### src/design/dfb_pkg.sv
// Shared types and constants of the dual FIFO serial frame bridge.
package dfb_pkg;

  typedef enum logic [1:0] {
    OP_PUSH   = 2'd0,
    OP_GPIO   = 2'd1,
    OP_FRAME  = 2'd2,
    OP_REPORT = 2'd3
  } op_t;

  typedef enum logic [1:0] {
    KIND_ACK    = 2'd0,
    KIND_FRAME  = 2'd1,
    KIND_REPORT = 2'd2,
    KIND_NONE   = 2'd3
  } kind_t;

  localparam logic [1:0] Q_OUT0 = 2'd0;
  localparam logic [1:0] Q_OUT1 = 2'd1;
  localparam logic [1:0] Q_IN0  = 2'd2;
  localparam logic [1:0] Q_IN1  = 2'd3;

  localparam logic [7:0] GPIO_IN_RESET = 8'hAA;

endpackage

### src/design/dfb_req_if.sv
// Request channel of the bridge: one host operation per item.
interface dfb_req_if;
  logic            valid;
  logic            ready;
  dfb_pkg::op_t    operation;
  logic            channel;
  logic [7:0]      data;
  logic [7:0]      rx_status;
  logic [7:0]      rx_chan0;
  logic [7:0]      rx_chan1;
  logic            hold;

  modport source (
    output valid, operation, channel, data, rx_status, rx_chan0, rx_chan1, hold,
    input  ready
  );
  modport sink (
    input  valid, operation, channel, data, rx_status, rx_chan0, rx_chan1, hold,
    output ready
  );
endinterface

### src/design/dfb_rsp_if.sv
// Result channel of the bridge: one result per item, or a run of bytes ended by last for a report.
interface dfb_rsp_if;
  logic            valid;
  logic            ready;
  dfb_pkg::kind_t  kind;
  logic            accepted;
  logic [7:0]      tx_status;
  logic [7:0]      tx_chan0;
  logic [7:0]      tx_chan1;
  logic [7:0]      report_byte;
  logic            last;

  modport source (
    output valid, kind, accepted, tx_status, tx_chan0, tx_chan1, report_byte, last,
    input  ready
  );
  modport sink (
    input  valid, kind, accepted, tx_status, tx_chan0, tx_chan1, report_byte, last,
    output ready
  );
endinterface

### src/design/dfb_mem.sv
// Byte memory that holds all four queues, one write and one registered read port.
module dfb_mem #(
  parameter int AW = 6
) (
  input  logic          clk,
  input  logic          wr_en,
  input  logic [AW-1:0] wr_addr,
  input  logic [7:0]    wr_data,
  input  logic          rd_en,
  input  logic [AW-1:0] rd_addr,
  output logic [7:0]    rd_data
);

  logic [7:0] mem [2**AW];

  always_ff @(posedge clk) begin
    if (wr_en) begin
      mem[wr_addr] <= wr_data;
    end
  end

  always_ff @(posedge clk) begin
    if (rd_en) begin
      rd_data <= mem[rd_addr];
    end
  end

endmodule

### src/design/dfb_seq.sv
// Sequencer: queue pointers, gpio registers, operation control and the result register.
module dfb_seq #(
  parameter int QUEUE_DEPTH = 16,
  localparam int IW = $clog2(QUEUE_DEPTH),
  localparam int AW = IW + 2,
  localparam int CW = $clog2(QUEUE_DEPTH + 1)
) (
  input  logic          clk,
  input  logic          rst,
  dfb_req_if.sink       req,
  dfb_rsp_if.source     rsp,
  output logic          mem_wr_en,
  output logic [AW-1:0] mem_wr_addr,
  output logic [7:0]    mem_wr_data,
  output logic          mem_rd_en,
  output logic [AW-1:0] mem_rd_addr,
  input  logic [7:0]    mem_rd_data
);

  typedef enum logic [2:0] {
    S_IDLE,
    S_EXEC,
    S_FRAME_A,
    S_FRAME_B,
    S_REP_HDR,
    S_REP_RD,
    S_REP_DATA
  } state_t;

  state_t         state;
  dfb_pkg::op_t   item_op;
  logic           item_chan;
  logic [7:0]     item_data;
  logic [7:0]     item_rxs;
  logic [7:0]     item_rx0;
  logic [7:0]     item_rx1;
  logic           item_hold;

  logic [IW-1:0]  wr_ptr [4];
  logic [IW-1:0]  rd_ptr [4];
  logic [CW-1:0]  count  [4];
  logic [5:0]     gpio_tx;
  logic [7:0]     gpio_in;

  logic           frame_v0;
  logic [7:0]     frame_b0;
  logic [1:0]     hdr_idx;
  logic           rep_last;

  logic           out_valid;
  dfb_pkg::kind_t out_kind;
  logic           out_accepted;
  logic [7:0]     out_status;
  logic [7:0]     out_chan0;
  logic [7:0]     out_chan1;
  logic [7:0]     out_report;
  logic           out_last;

  logic           out_free;
  logic           in_full;
  logic           push_ok;
  logic           push_go;
  logic [1:0]     push_q;
  logic           pop_go;
  logic [1:0]     pop_q;
  logic [1:0]     rd_q;
  logic [1:0]     rep_q;
  logic [CW:0]    in_total;
  logic           in_empty;
  logic [8:0]     cnt0_wide;
  logic [8:0]     cnt1_wide;
  logic [7:0]     cnt0_sat;
  logic [7:0]     cnt1_sat;

  function automatic logic [IW-1:0] next_ptr(input logic [IW-1:0] p);
    return (p == IW'(QUEUE_DEPTH - 1)) ? '0 : p + IW'(1);
  endfunction

  assign out_free  = !out_valid || rsp.ready;
  assign in_full   = (count[dfb_pkg::Q_IN0] == CW'(QUEUE_DEPTH)) ||
                     (count[dfb_pkg::Q_IN1] == CW'(QUEUE_DEPTH));
  assign push_ok   = (count[{1'b0, item_chan}] != CW'(QUEUE_DEPTH));
  assign in_total  = (CW + 1)'(count[dfb_pkg::Q_IN0]) + (CW + 1)'(count[dfb_pkg::Q_IN1]);
  assign in_empty  = (in_total == '0);
  assign rep_q     = (count[dfb_pkg::Q_IN0] != '0) ? dfb_pkg::Q_IN0 : dfb_pkg::Q_IN1;
  assign cnt0_wide = 9'(count[dfb_pkg::Q_IN0]);
  assign cnt1_wide = 9'(count[dfb_pkg::Q_IN1]);
  assign cnt0_sat  = cnt0_wide[8] ? 8'hFF : cnt0_wide[7:0];
  assign cnt1_sat  = cnt1_wide[8] ? 8'hFF : cnt1_wide[7:0];

  always_comb begin
    push_go     = 1'b0;
    push_q      = {1'b0, item_chan};
    mem_wr_data = item_data;
    pop_go      = 1'b0;
    pop_q       = dfb_pkg::Q_OUT0;
    mem_rd_en   = 1'b0;
    rd_q        = dfb_pkg::Q_OUT0;
    case (state)
      S_EXEC: begin
        if (item_op == dfb_pkg::OP_PUSH) begin
          push_go = out_free && push_ok;
        end else if (item_op == dfb_pkg::OP_FRAME && !item_hold && !in_full) begin
          push_go     = item_rxs[0];
          push_q      = dfb_pkg::Q_IN0;
          mem_wr_data = item_rx0;
          mem_rd_en   = 1'b1;
          rd_q        = dfb_pkg::Q_OUT0;
        end
      end
      S_FRAME_A: begin
        push_go     = item_rxs[1];
        push_q      = dfb_pkg::Q_IN1;
        mem_wr_data = item_rx1;
        pop_go      = (count[dfb_pkg::Q_OUT0] != '0);
        pop_q       = dfb_pkg::Q_OUT0;
        mem_rd_en   = 1'b1;
        rd_q        = dfb_pkg::Q_OUT1;
      end
      S_FRAME_B: begin
        pop_go = out_free && (count[dfb_pkg::Q_OUT1] != '0);
        pop_q  = dfb_pkg::Q_OUT1;
      end
      S_REP_RD: begin
        pop_go    = 1'b1;
        pop_q     = rep_q;
        mem_rd_en = 1'b1;
        rd_q      = rep_q;
      end
      default: begin
      end
    endcase
  end

  assign mem_wr_en   = push_go;
  assign mem_wr_addr = {push_q, wr_ptr[push_q]};
  assign mem_rd_addr = {rd_q, rd_ptr[rd_q]};

  assign req.ready       = (state == S_IDLE);
  assign rsp.valid       = out_valid;
  assign rsp.kind        = out_kind;
  assign rsp.accepted    = out_accepted;
  assign rsp.tx_status   = out_status;
  assign rsp.tx_chan0    = out_chan0;
  assign rsp.tx_chan1    = out_chan1;
  assign rsp.report_byte = out_report;
  assign rsp.last        = out_last;

  always_ff @(posedge clk) begin
    if (rst) begin
      state     <= S_IDLE;
      out_valid <= 1'b0;
      gpio_tx   <= '0;
      gpio_in   <= dfb_pkg::GPIO_IN_RESET;
      for (int i = 0; i < 4; i++) begin
        wr_ptr[i] <= '0;
        rd_ptr[i] <= '0;
        count[i]  <= '0;
      end
    end else begin
      if (rsp.ready) begin
        out_valid <= 1'b0;
      end
      if (push_go) begin
        wr_ptr[push_q] <= next_ptr(wr_ptr[push_q]);
        count[push_q]  <= count[push_q] + CW'(1);
      end
      if (pop_go) begin
        rd_ptr[pop_q] <= next_ptr(rd_ptr[pop_q]);
        count[pop_q]  <= count[pop_q] - CW'(1);
      end
      case (state)
        S_IDLE: begin
          if (req.valid) begin
            item_op   <= req.operation;
            item_chan <= req.channel;
            item_data <= req.data;
            item_rxs  <= req.rx_status;
            item_rx0  <= req.rx_chan0;
            item_rx1  <= req.rx_chan1;
            item_hold <= req.hold;
            state     <= S_EXEC;
          end
        end
        S_EXEC: begin
          if (item_op == dfb_pkg::OP_PUSH || item_op == dfb_pkg::OP_GPIO) begin
            if (out_free) begin
              out_valid    <= 1'b1;
              out_kind     <= dfb_pkg::KIND_ACK;
              out_accepted <= (item_op == dfb_pkg::OP_GPIO) || push_ok;
              out_status   <= '0;
              out_chan0    <= '0;
              out_chan1    <= '0;
              out_report   <= '0;
              out_last     <= 1'b1;
              if (item_op == dfb_pkg::OP_GPIO) begin
                gpio_tx <= item_data[5:0];
              end
              state <= S_IDLE;
            end
          end else if (item_hold || (item_op == dfb_pkg::OP_FRAME && in_full)) begin
            if (out_free) begin
              out_valid    <= 1'b1;
              out_kind     <= dfb_pkg::KIND_NONE;
              out_accepted <= 1'b0;
              out_status   <= '0;
              out_chan0    <= '0;
              out_chan1    <= '0;
              out_report   <= '0;
              out_last     <= 1'b1;
              state        <= S_IDLE;
            end
          end else if (item_op == dfb_pkg::OP_FRAME) begin
            state <= S_FRAME_A;
          end else begin
            hdr_idx <= '0;
            state   <= S_REP_HDR;
          end
        end
        S_FRAME_A: begin
          frame_v0 <= (count[dfb_pkg::Q_OUT0] != '0);
          frame_b0 <= (count[dfb_pkg::Q_OUT0] != '0) ? mem_rd_data : 8'h00;
          state    <= S_FRAME_B;
        end
        S_FRAME_B: begin
          if (out_free) begin
            out_valid    <= 1'b1;
            out_kind     <= dfb_pkg::KIND_FRAME;
            out_accepted <= 1'b0;
            out_status   <= {gpio_tx, (count[dfb_pkg::Q_OUT1] != '0), frame_v0};
            out_chan0    <= frame_b0;
            out_chan1    <= (count[dfb_pkg::Q_OUT1] != '0) ? mem_rd_data : 8'h00;
            out_report   <= '0;
            out_last     <= 1'b1;
            gpio_in      <= {2'b00, item_rxs[7:2]};
            state        <= S_IDLE;
          end
        end
        S_REP_HDR: begin
          if (out_free) begin
            out_valid    <= 1'b1;
            out_kind     <= dfb_pkg::KIND_REPORT;
            out_accepted <= 1'b0;
            out_status   <= '0;
            out_chan0    <= '0;
            out_chan1    <= '0;
            out_last     <= (hdr_idx == 2'd2) && in_empty;
            case (hdr_idx)
              2'd0:    out_report <= gpio_in;
              2'd1:    out_report <= cnt0_sat;
              default: out_report <= cnt1_sat;
            endcase
            hdr_idx <= hdr_idx + 2'd1;
            if (hdr_idx == 2'd2) begin
              state <= in_empty ? S_IDLE : S_REP_RD;
            end
          end
        end
        S_REP_RD: begin
          rep_last <= (in_total == (CW + 1)'(1));
          state    <= S_REP_DATA;
        end
        S_REP_DATA: begin
          if (out_free) begin
            out_valid  <= 1'b1;
            out_kind   <= dfb_pkg::KIND_REPORT;
            out_report <= mem_rd_data;
            out_last   <= rep_last;
            state      <= rep_last ? S_IDLE : S_REP_RD;
          end
        end
        default: begin
          state <= S_IDLE;
        end
      endcase
    end
  end

endmodule

### src/design/dual_fifo_serial_frame_bridge.sv
// Top level of the dual FIFO serial frame bridge: sequencer and queue memory.
// A push, gpio write, held or refused operation loads its result from the execute state,
// a frame from the second frame state; the next item is taken in the cycle after the
// result is loaded. Report: three header bytes one per cycle while the output is free,
// then each drained byte through the single memory read port (one read, one register stage).
// Reset empties all queues, clears the output gpio and sets the input gpio to 0xAA;
// the memory contents are not cleared.
module dual_fifo_serial_frame_bridge #(
  parameter int QUEUE_DEPTH = 16
) (
  input logic       clk,
  input logic       rst,
  dfb_req_if.sink   req,
  dfb_rsp_if.source rsp
);

  localparam int AW = $clog2(QUEUE_DEPTH) + 2;

  logic          mem_wr_en;
  logic [AW-1:0] mem_wr_addr;
  logic [7:0]    mem_wr_data;
  logic          mem_rd_en;
  logic [AW-1:0] mem_rd_addr;
  logic [7:0]    mem_rd_data;

  dfb_seq #(
    .QUEUE_DEPTH(QUEUE_DEPTH)
  ) u_seq (
    .clk        (clk),
    .rst        (rst),
    .req        (req),
    .rsp        (rsp),
    .mem_wr_en  (mem_wr_en),
    .mem_wr_addr(mem_wr_addr),
    .mem_wr_data(mem_wr_data),
    .mem_rd_en  (mem_rd_en),
    .mem_rd_addr(mem_rd_addr),
    .mem_rd_data(mem_rd_data)
  );

  dfb_mem #(
    .AW(AW)
  ) u_mem (
    .clk    (clk),
    .wr_en  (mem_wr_en),
    .wr_addr(mem_wr_addr),
    .wr_data(mem_wr_data),
    .rd_en  (mem_rd_en),
    .rd_addr(mem_rd_addr),
    .rd_data(mem_rd_data)
  );

endmodule

### src/flat_wrapper.sv
// flat-port wrapper written by rule: the top's interface ports become plain ports
module dual_fifo_serial_frame_bridge_flat 
#(
  parameter int QUEUE_DEPTH = 16
)
  (clk, rst, req_valid, req_operation, req_channel, req_data, req_rx_status, req_rx_chan0, req_rx_chan1, req_hold, req_ready, rsp_valid, rsp_kind, rsp_accepted, rsp_tx_status, rsp_tx_chan0, rsp_tx_chan1, rsp_report_byte, rsp_last, rsp_ready);
  dfb_req_if req_i ();
  dfb_rsp_if rsp_i ();
  input logic clk;
  input logic rst;
  input wire logic [$bits(req_i.valid)-1:0] req_valid;
  input wire logic [$bits(req_i.operation)-1:0] req_operation;
  input wire logic [$bits(req_i.channel)-1:0] req_channel;
  input wire logic [$bits(req_i.data)-1:0] req_data;
  input wire logic [$bits(req_i.rx_status)-1:0] req_rx_status;
  input wire logic [$bits(req_i.rx_chan0)-1:0] req_rx_chan0;
  input wire logic [$bits(req_i.rx_chan1)-1:0] req_rx_chan1;
  input wire logic [$bits(req_i.hold)-1:0] req_hold;
  output wire logic [$bits(req_i.ready)-1:0] req_ready;
  output wire logic [$bits(rsp_i.valid)-1:0] rsp_valid;
  output wire logic [$bits(rsp_i.kind)-1:0] rsp_kind;
  output wire logic [$bits(rsp_i.accepted)-1:0] rsp_accepted;
  output wire logic [$bits(rsp_i.tx_status)-1:0] rsp_tx_status;
  output wire logic [$bits(rsp_i.tx_chan0)-1:0] rsp_tx_chan0;
  output wire logic [$bits(rsp_i.tx_chan1)-1:0] rsp_tx_chan1;
  output wire logic [$bits(rsp_i.report_byte)-1:0] rsp_report_byte;
  output wire logic [$bits(rsp_i.last)-1:0] rsp_last;
  input wire logic [$bits(rsp_i.ready)-1:0] rsp_ready;
  assign req_i.valid = req_valid;
  assign req_i.operation = req_operation;
  assign req_i.channel = req_channel;
  assign req_i.data = req_data;
  assign req_i.rx_status = req_rx_status;
  assign req_i.rx_chan0 = req_rx_chan0;
  assign req_i.rx_chan1 = req_rx_chan1;
  assign req_i.hold = req_hold;
  assign req_ready = req_i.ready;
  assign rsp_valid = rsp_i.valid;
  assign rsp_kind = rsp_i.kind;
  assign rsp_accepted = rsp_i.accepted;
  assign rsp_tx_status = rsp_i.tx_status;
  assign rsp_tx_chan0 = rsp_i.tx_chan0;
  assign rsp_tx_chan1 = rsp_i.tx_chan1;
  assign rsp_report_byte = rsp_i.report_byte;
  assign rsp_last = rsp_i.last;
  assign rsp_i.ready = rsp_ready;
  dual_fifo_serial_frame_bridge #(.QUEUE_DEPTH(QUEUE_DEPTH)) u_core (.clk(clk), .rst(rst), .req(req_i), .rsp(rsp_i));
endmodule
### config.mk
export PLATFORM = sky130hd
export DESIGN_NAME = dual_fifo_serial_frame_bridge_flat
export DESIGN_NICKNAME = d
export VERILOG_FILES = /design/src/design/dfb_pkg.sv /design/src/design/dfb_req_if.sv /design/src/design/dfb_rsp_if.sv /design/src/design/dfb_mem.sv /design/src/design/dfb_seq.sv /design/src/design/dual_fifo_serial_frame_bridge.sv /design/src/flat_wrapper.sv
export SDC_FILE = /design/constraint.sdc
export NUM_CORES = 1
export LEC_CHECK = 0
export BUFFER_PORTS_ARGS = -buffer_cell sky130_fd_sc_hd__buf_4
export CAP_MARGIN = 20
export CORE_MARGIN = 1.5
export CORE_UTILIZATION = 30
export DETAILED_ROUTE_END_ITERATION = 7
export SLEW_MARGIN = 20
export SYNTH_ARGS = -nofsm -noshare
export SYNTH_HDL_FRONTEND = slang
export SYNTH_HIERARCHICAL = 1
export SYNTH_SLANG_ARGS = --single-unit
### constraint.sdc
create_clock -name clk -period 11.3 [get_ports clk]
set_input_delay 2.26 -clock clk [delete_from_list [all_inputs] [get_ports clk]]
set_output_delay 2.26 -clock clk [all_outputs]
set_load 0.02 [all_outputs]
==> flow_summary.yaml <==
outcome:
  status: "completed"
clock_tree:
  cts_buffers: 70
  clk_latency_ps: 620
  cts-resized-gates: 0
  holdBufCountCts: 0
  htreeDepth: 3
  cts_sinks: 674
  clk_pin_slew_ps: 60
  cts_tree: "done"
  cts.path.max_buffers: 3
  cts_setup_buffers: 0
  clock-root-buffer: "clkbuf_16"
finish:
  seq_area_um2: 20060
  drive_gt1_share_pct: 20.54
  num_antenna_cells: 0
  fin_util_pct: 34.80
  multi_input_area_um2: 7370
  final_common_cell: "edfxtp_1"
  fillers: 8657
  area.growth.synth_to_final_pct: 14.62
  instances_no_fill: 3035
  nets: 1790
  mostFrequentLayoutCells: "edfxtp_1, nor2_1, mux4_2"
sta:
  finalSetupTns_ps: 0
  period_needed_ps: 5644
  clock_skew_ps: 34.53
  slew_violations: 0
  fmax_ghz: 0.1772
  setup_viol: 0
  layout_setup_ws_ps: 5656
  finalHoldViolations: 0
  rsz0062_at_grt: "false"
  min_period_over_period_pct: 49.95
  slew-limit-headroom_pct: 26.69
  worstMarginPinSlew_ps: 1096
routing:
  vias: 15700
  ant_nets: 0
  drc: 0
  avgRoutedWirePerCell_um: 22.72
  routed_via_density: 5.173
  first_pass_iters: 6
  drtIter0Drc: 1716
  drt-total-wl_um: 68970
synth:
  yosysSeqAreaShare_pct: 71.86
  syn-cell-area_um2: 27910
  synth_edf_count: 656
  yosysWarnings: 6
  ys.flop_type: "edfxtp_1"
  syn-num-nets: 1710
  synth_area_per_cell_um2: 16.86
  ys_types: 76
  synthArstFlopShare_pct: 0
  syn_inst: 1656
  synth_seq_cells: 674
floorplan:
  die_w_um: 308.0
  die_area_um2: 94890
  ios: 78
  placementRows: 111
  die_h_um: 308.0
  start_util_pct: 30.36
  core_area_um2: 91940
setup_path:
  endpoint_kind: "flip-flop"
  worstPathArrival_ps: 6020
  worstSetupPathType: "reg -> reg"
  cp_max_fo: 56
  cp.required_ps: 11670
  critPathLaunchType: "flip-flop"
power:
  power_frac_comb_pct: 8.6
  peakVddDrop_v: 0.00008263
  power_frac_seq_pct: 51.8
  p_leak_uw: 0.01012
  p_sw_uw: 1296
  p_int_uw: 4192
  power_uw: 5488
  swShare_pct: 23.61
  power_frac_clock_pct: 39.6
  p_per_area_nw_per_um2: 171.5
placement:
  place_inst: 2907
  gp_congestion: 0.9020
  place_ws_ps: 5651
  io_buffers: 77
  hpwlAfterDp_um: 44120
grt:
  grt_max_degree: 97
  grt_pass1_wl_um: 102500
  track_usage_pct: 14.39
  grt_pass1_vias: 15610
  grt_overflow: 0
  antenna_found_initial: 0
run:
  cap_violations: 0
min_path:
  hold_path.class: "reg -> reg"
[power by group through the flow]
stage	clock, µW	combinational [µW]	sequential, µW
3_5_place_dp	0	470	2900
2_1_floorplan	0	299	2900
5_1_grt	2320	502	2850
4_1_cts	2230	472	2840
3_3_place_gp	0	460	2890
6_report	2170	471	2840
[Yosys cell counts (all sizes together) (11+ instances only)]
library cell / number / area share, %
nand2: 101 / 1.4
dfxtp: 18 / 1.3
nor3: 24 / 0.49
a22oi: 26 / 0.70
inv: 23 / 0.31
or2: 11 / 0.25
mux2i: 37 / 1.3
a31oi: 20 / 0.45
mux4: 124 / 10
o22ai: 43 / 0.96
a21oi: 40 / 0.72
nor2b: 24 / 0.54
nand2b: 22 / 0.49
nand3: 30 / 0.54
ha: 13 / 0.58
nand3b: 12 / 0.32
clkbuf: 47 / 0.63
buf: 45 / 1.1
edfxtp: 656 / 71
and2: 35 / 0.78
nor2: 142 / 1.9
o21ai: 27 / 0.48
[logic make-up after synthesis]
family,Yosys count,share of synthesized area [%]
flops,674,71.86
simple gates,448,7.893
compound gates,225,5.518
mux,170,11.69
buf+inv,117,2.048
fa+ha+maj,14,0.6544
xor+xnor,8,0.3317
[worst max-delay path, cell delays in order, from the launching register on]
cell	delay, ps
dfxtp_1	650
inv_1	230
or3_1	360
buf_4	240
o21ai_2	160
buf_4	410
mux2_2	240
nor2_1	70
a31oi_4	160
buf_4	660
buf_4	830
clkinv_1	520
mux2_2	390
o21ai_0	150
a31oi_1	60
a22o_1	210
[registers in the layout (all words and copies together) (netlist names), 2 cells and up, named ones only]
| name | flops |
|---|---|
| u_core/u_seq/rsp.tx_chan1 | 8 |
| u_core/u_seq/wr_ptr | 16 |
| u_core/u_mem/mem | 512 |
| u_core/u_seq/rd_ptr | 16 |
| u_core/u_seq/item_rx1 | 8 |
| u_core/u_seq/count | 20 |
| u_core/u_seq/rsp.report_byte | 8 |
| u_core/u_seq/state | 3 |
| u_core/u_seq/item_data | 8 |
| u_core/u_seq/item_op | 2 |
| u_core/u_seq/gpio_tx | 6 |
| u_core/u_seq/rsp.tx_chan0 | 8 |
| u_core/u_seq/item_rxs | 8 |
| u_core/u_seq/gpio_in | 7 |
| u_core/u_mem/rd_data | 8 |
| u_core/u_seq/rsp.kind | 2 |
| u_core/u_seq/hdr_idx | 2 |
| u_core/u_seq/rsp.tx_status | 8 |
| u_core/u_seq/item_rx0 | 8 |
| u_core/u_seq/frame_b0 | 8 |
[metrics by stage]
step                      area [µm²]  hold WS [ps]
after CTS                      31990         469.6
after detailed placement       29840         452.4
after global routing           32000         505.5
final                          32000         473.0
after global placement         29840         449.2
after floorplan                27910         426.3
[layout make-up]
cell class / count / area share (%)
clock buffers: 94 / 5.756
clock inverters: 34 / 0.9776
inverters: 25 / 0.2933
multi-input cells: 865 / 23.03
flip-flops and latches: 674 / 62.69
well taps: 1243 / 4.861
repair buffers: 100 / 2.385
[final timing paths]
path	startpoint	to	slack (ps)	cells after the start
min	u_core/u_seq/gpio_in[7]	u_core/u_seq/gpio_in[7]	470	1
min reg2reg	u_core/u_seq/gpio_in[7]	u_core/u_seq/gpio_in[7]	470	1
max	u_core/u_seq/state[2]	u_core/u_mem/rd_data[4]	5660	15
max reg2reg	u_core/u_seq/state[2]	u_core/u_mem/rd_data[4]	5660	15
[layer usage]
layer  track usage (%)  part of all wire, %  vias to the layer above
li1                  -                    -                     6734
met1             19.51                   42                     8103
met2             22.90                   47                      743
met3             3.058                  7.8                      121
met4             4.846                  3.1                        0
met5                 0                    0                        -
(Power assumes the default switching activity.)
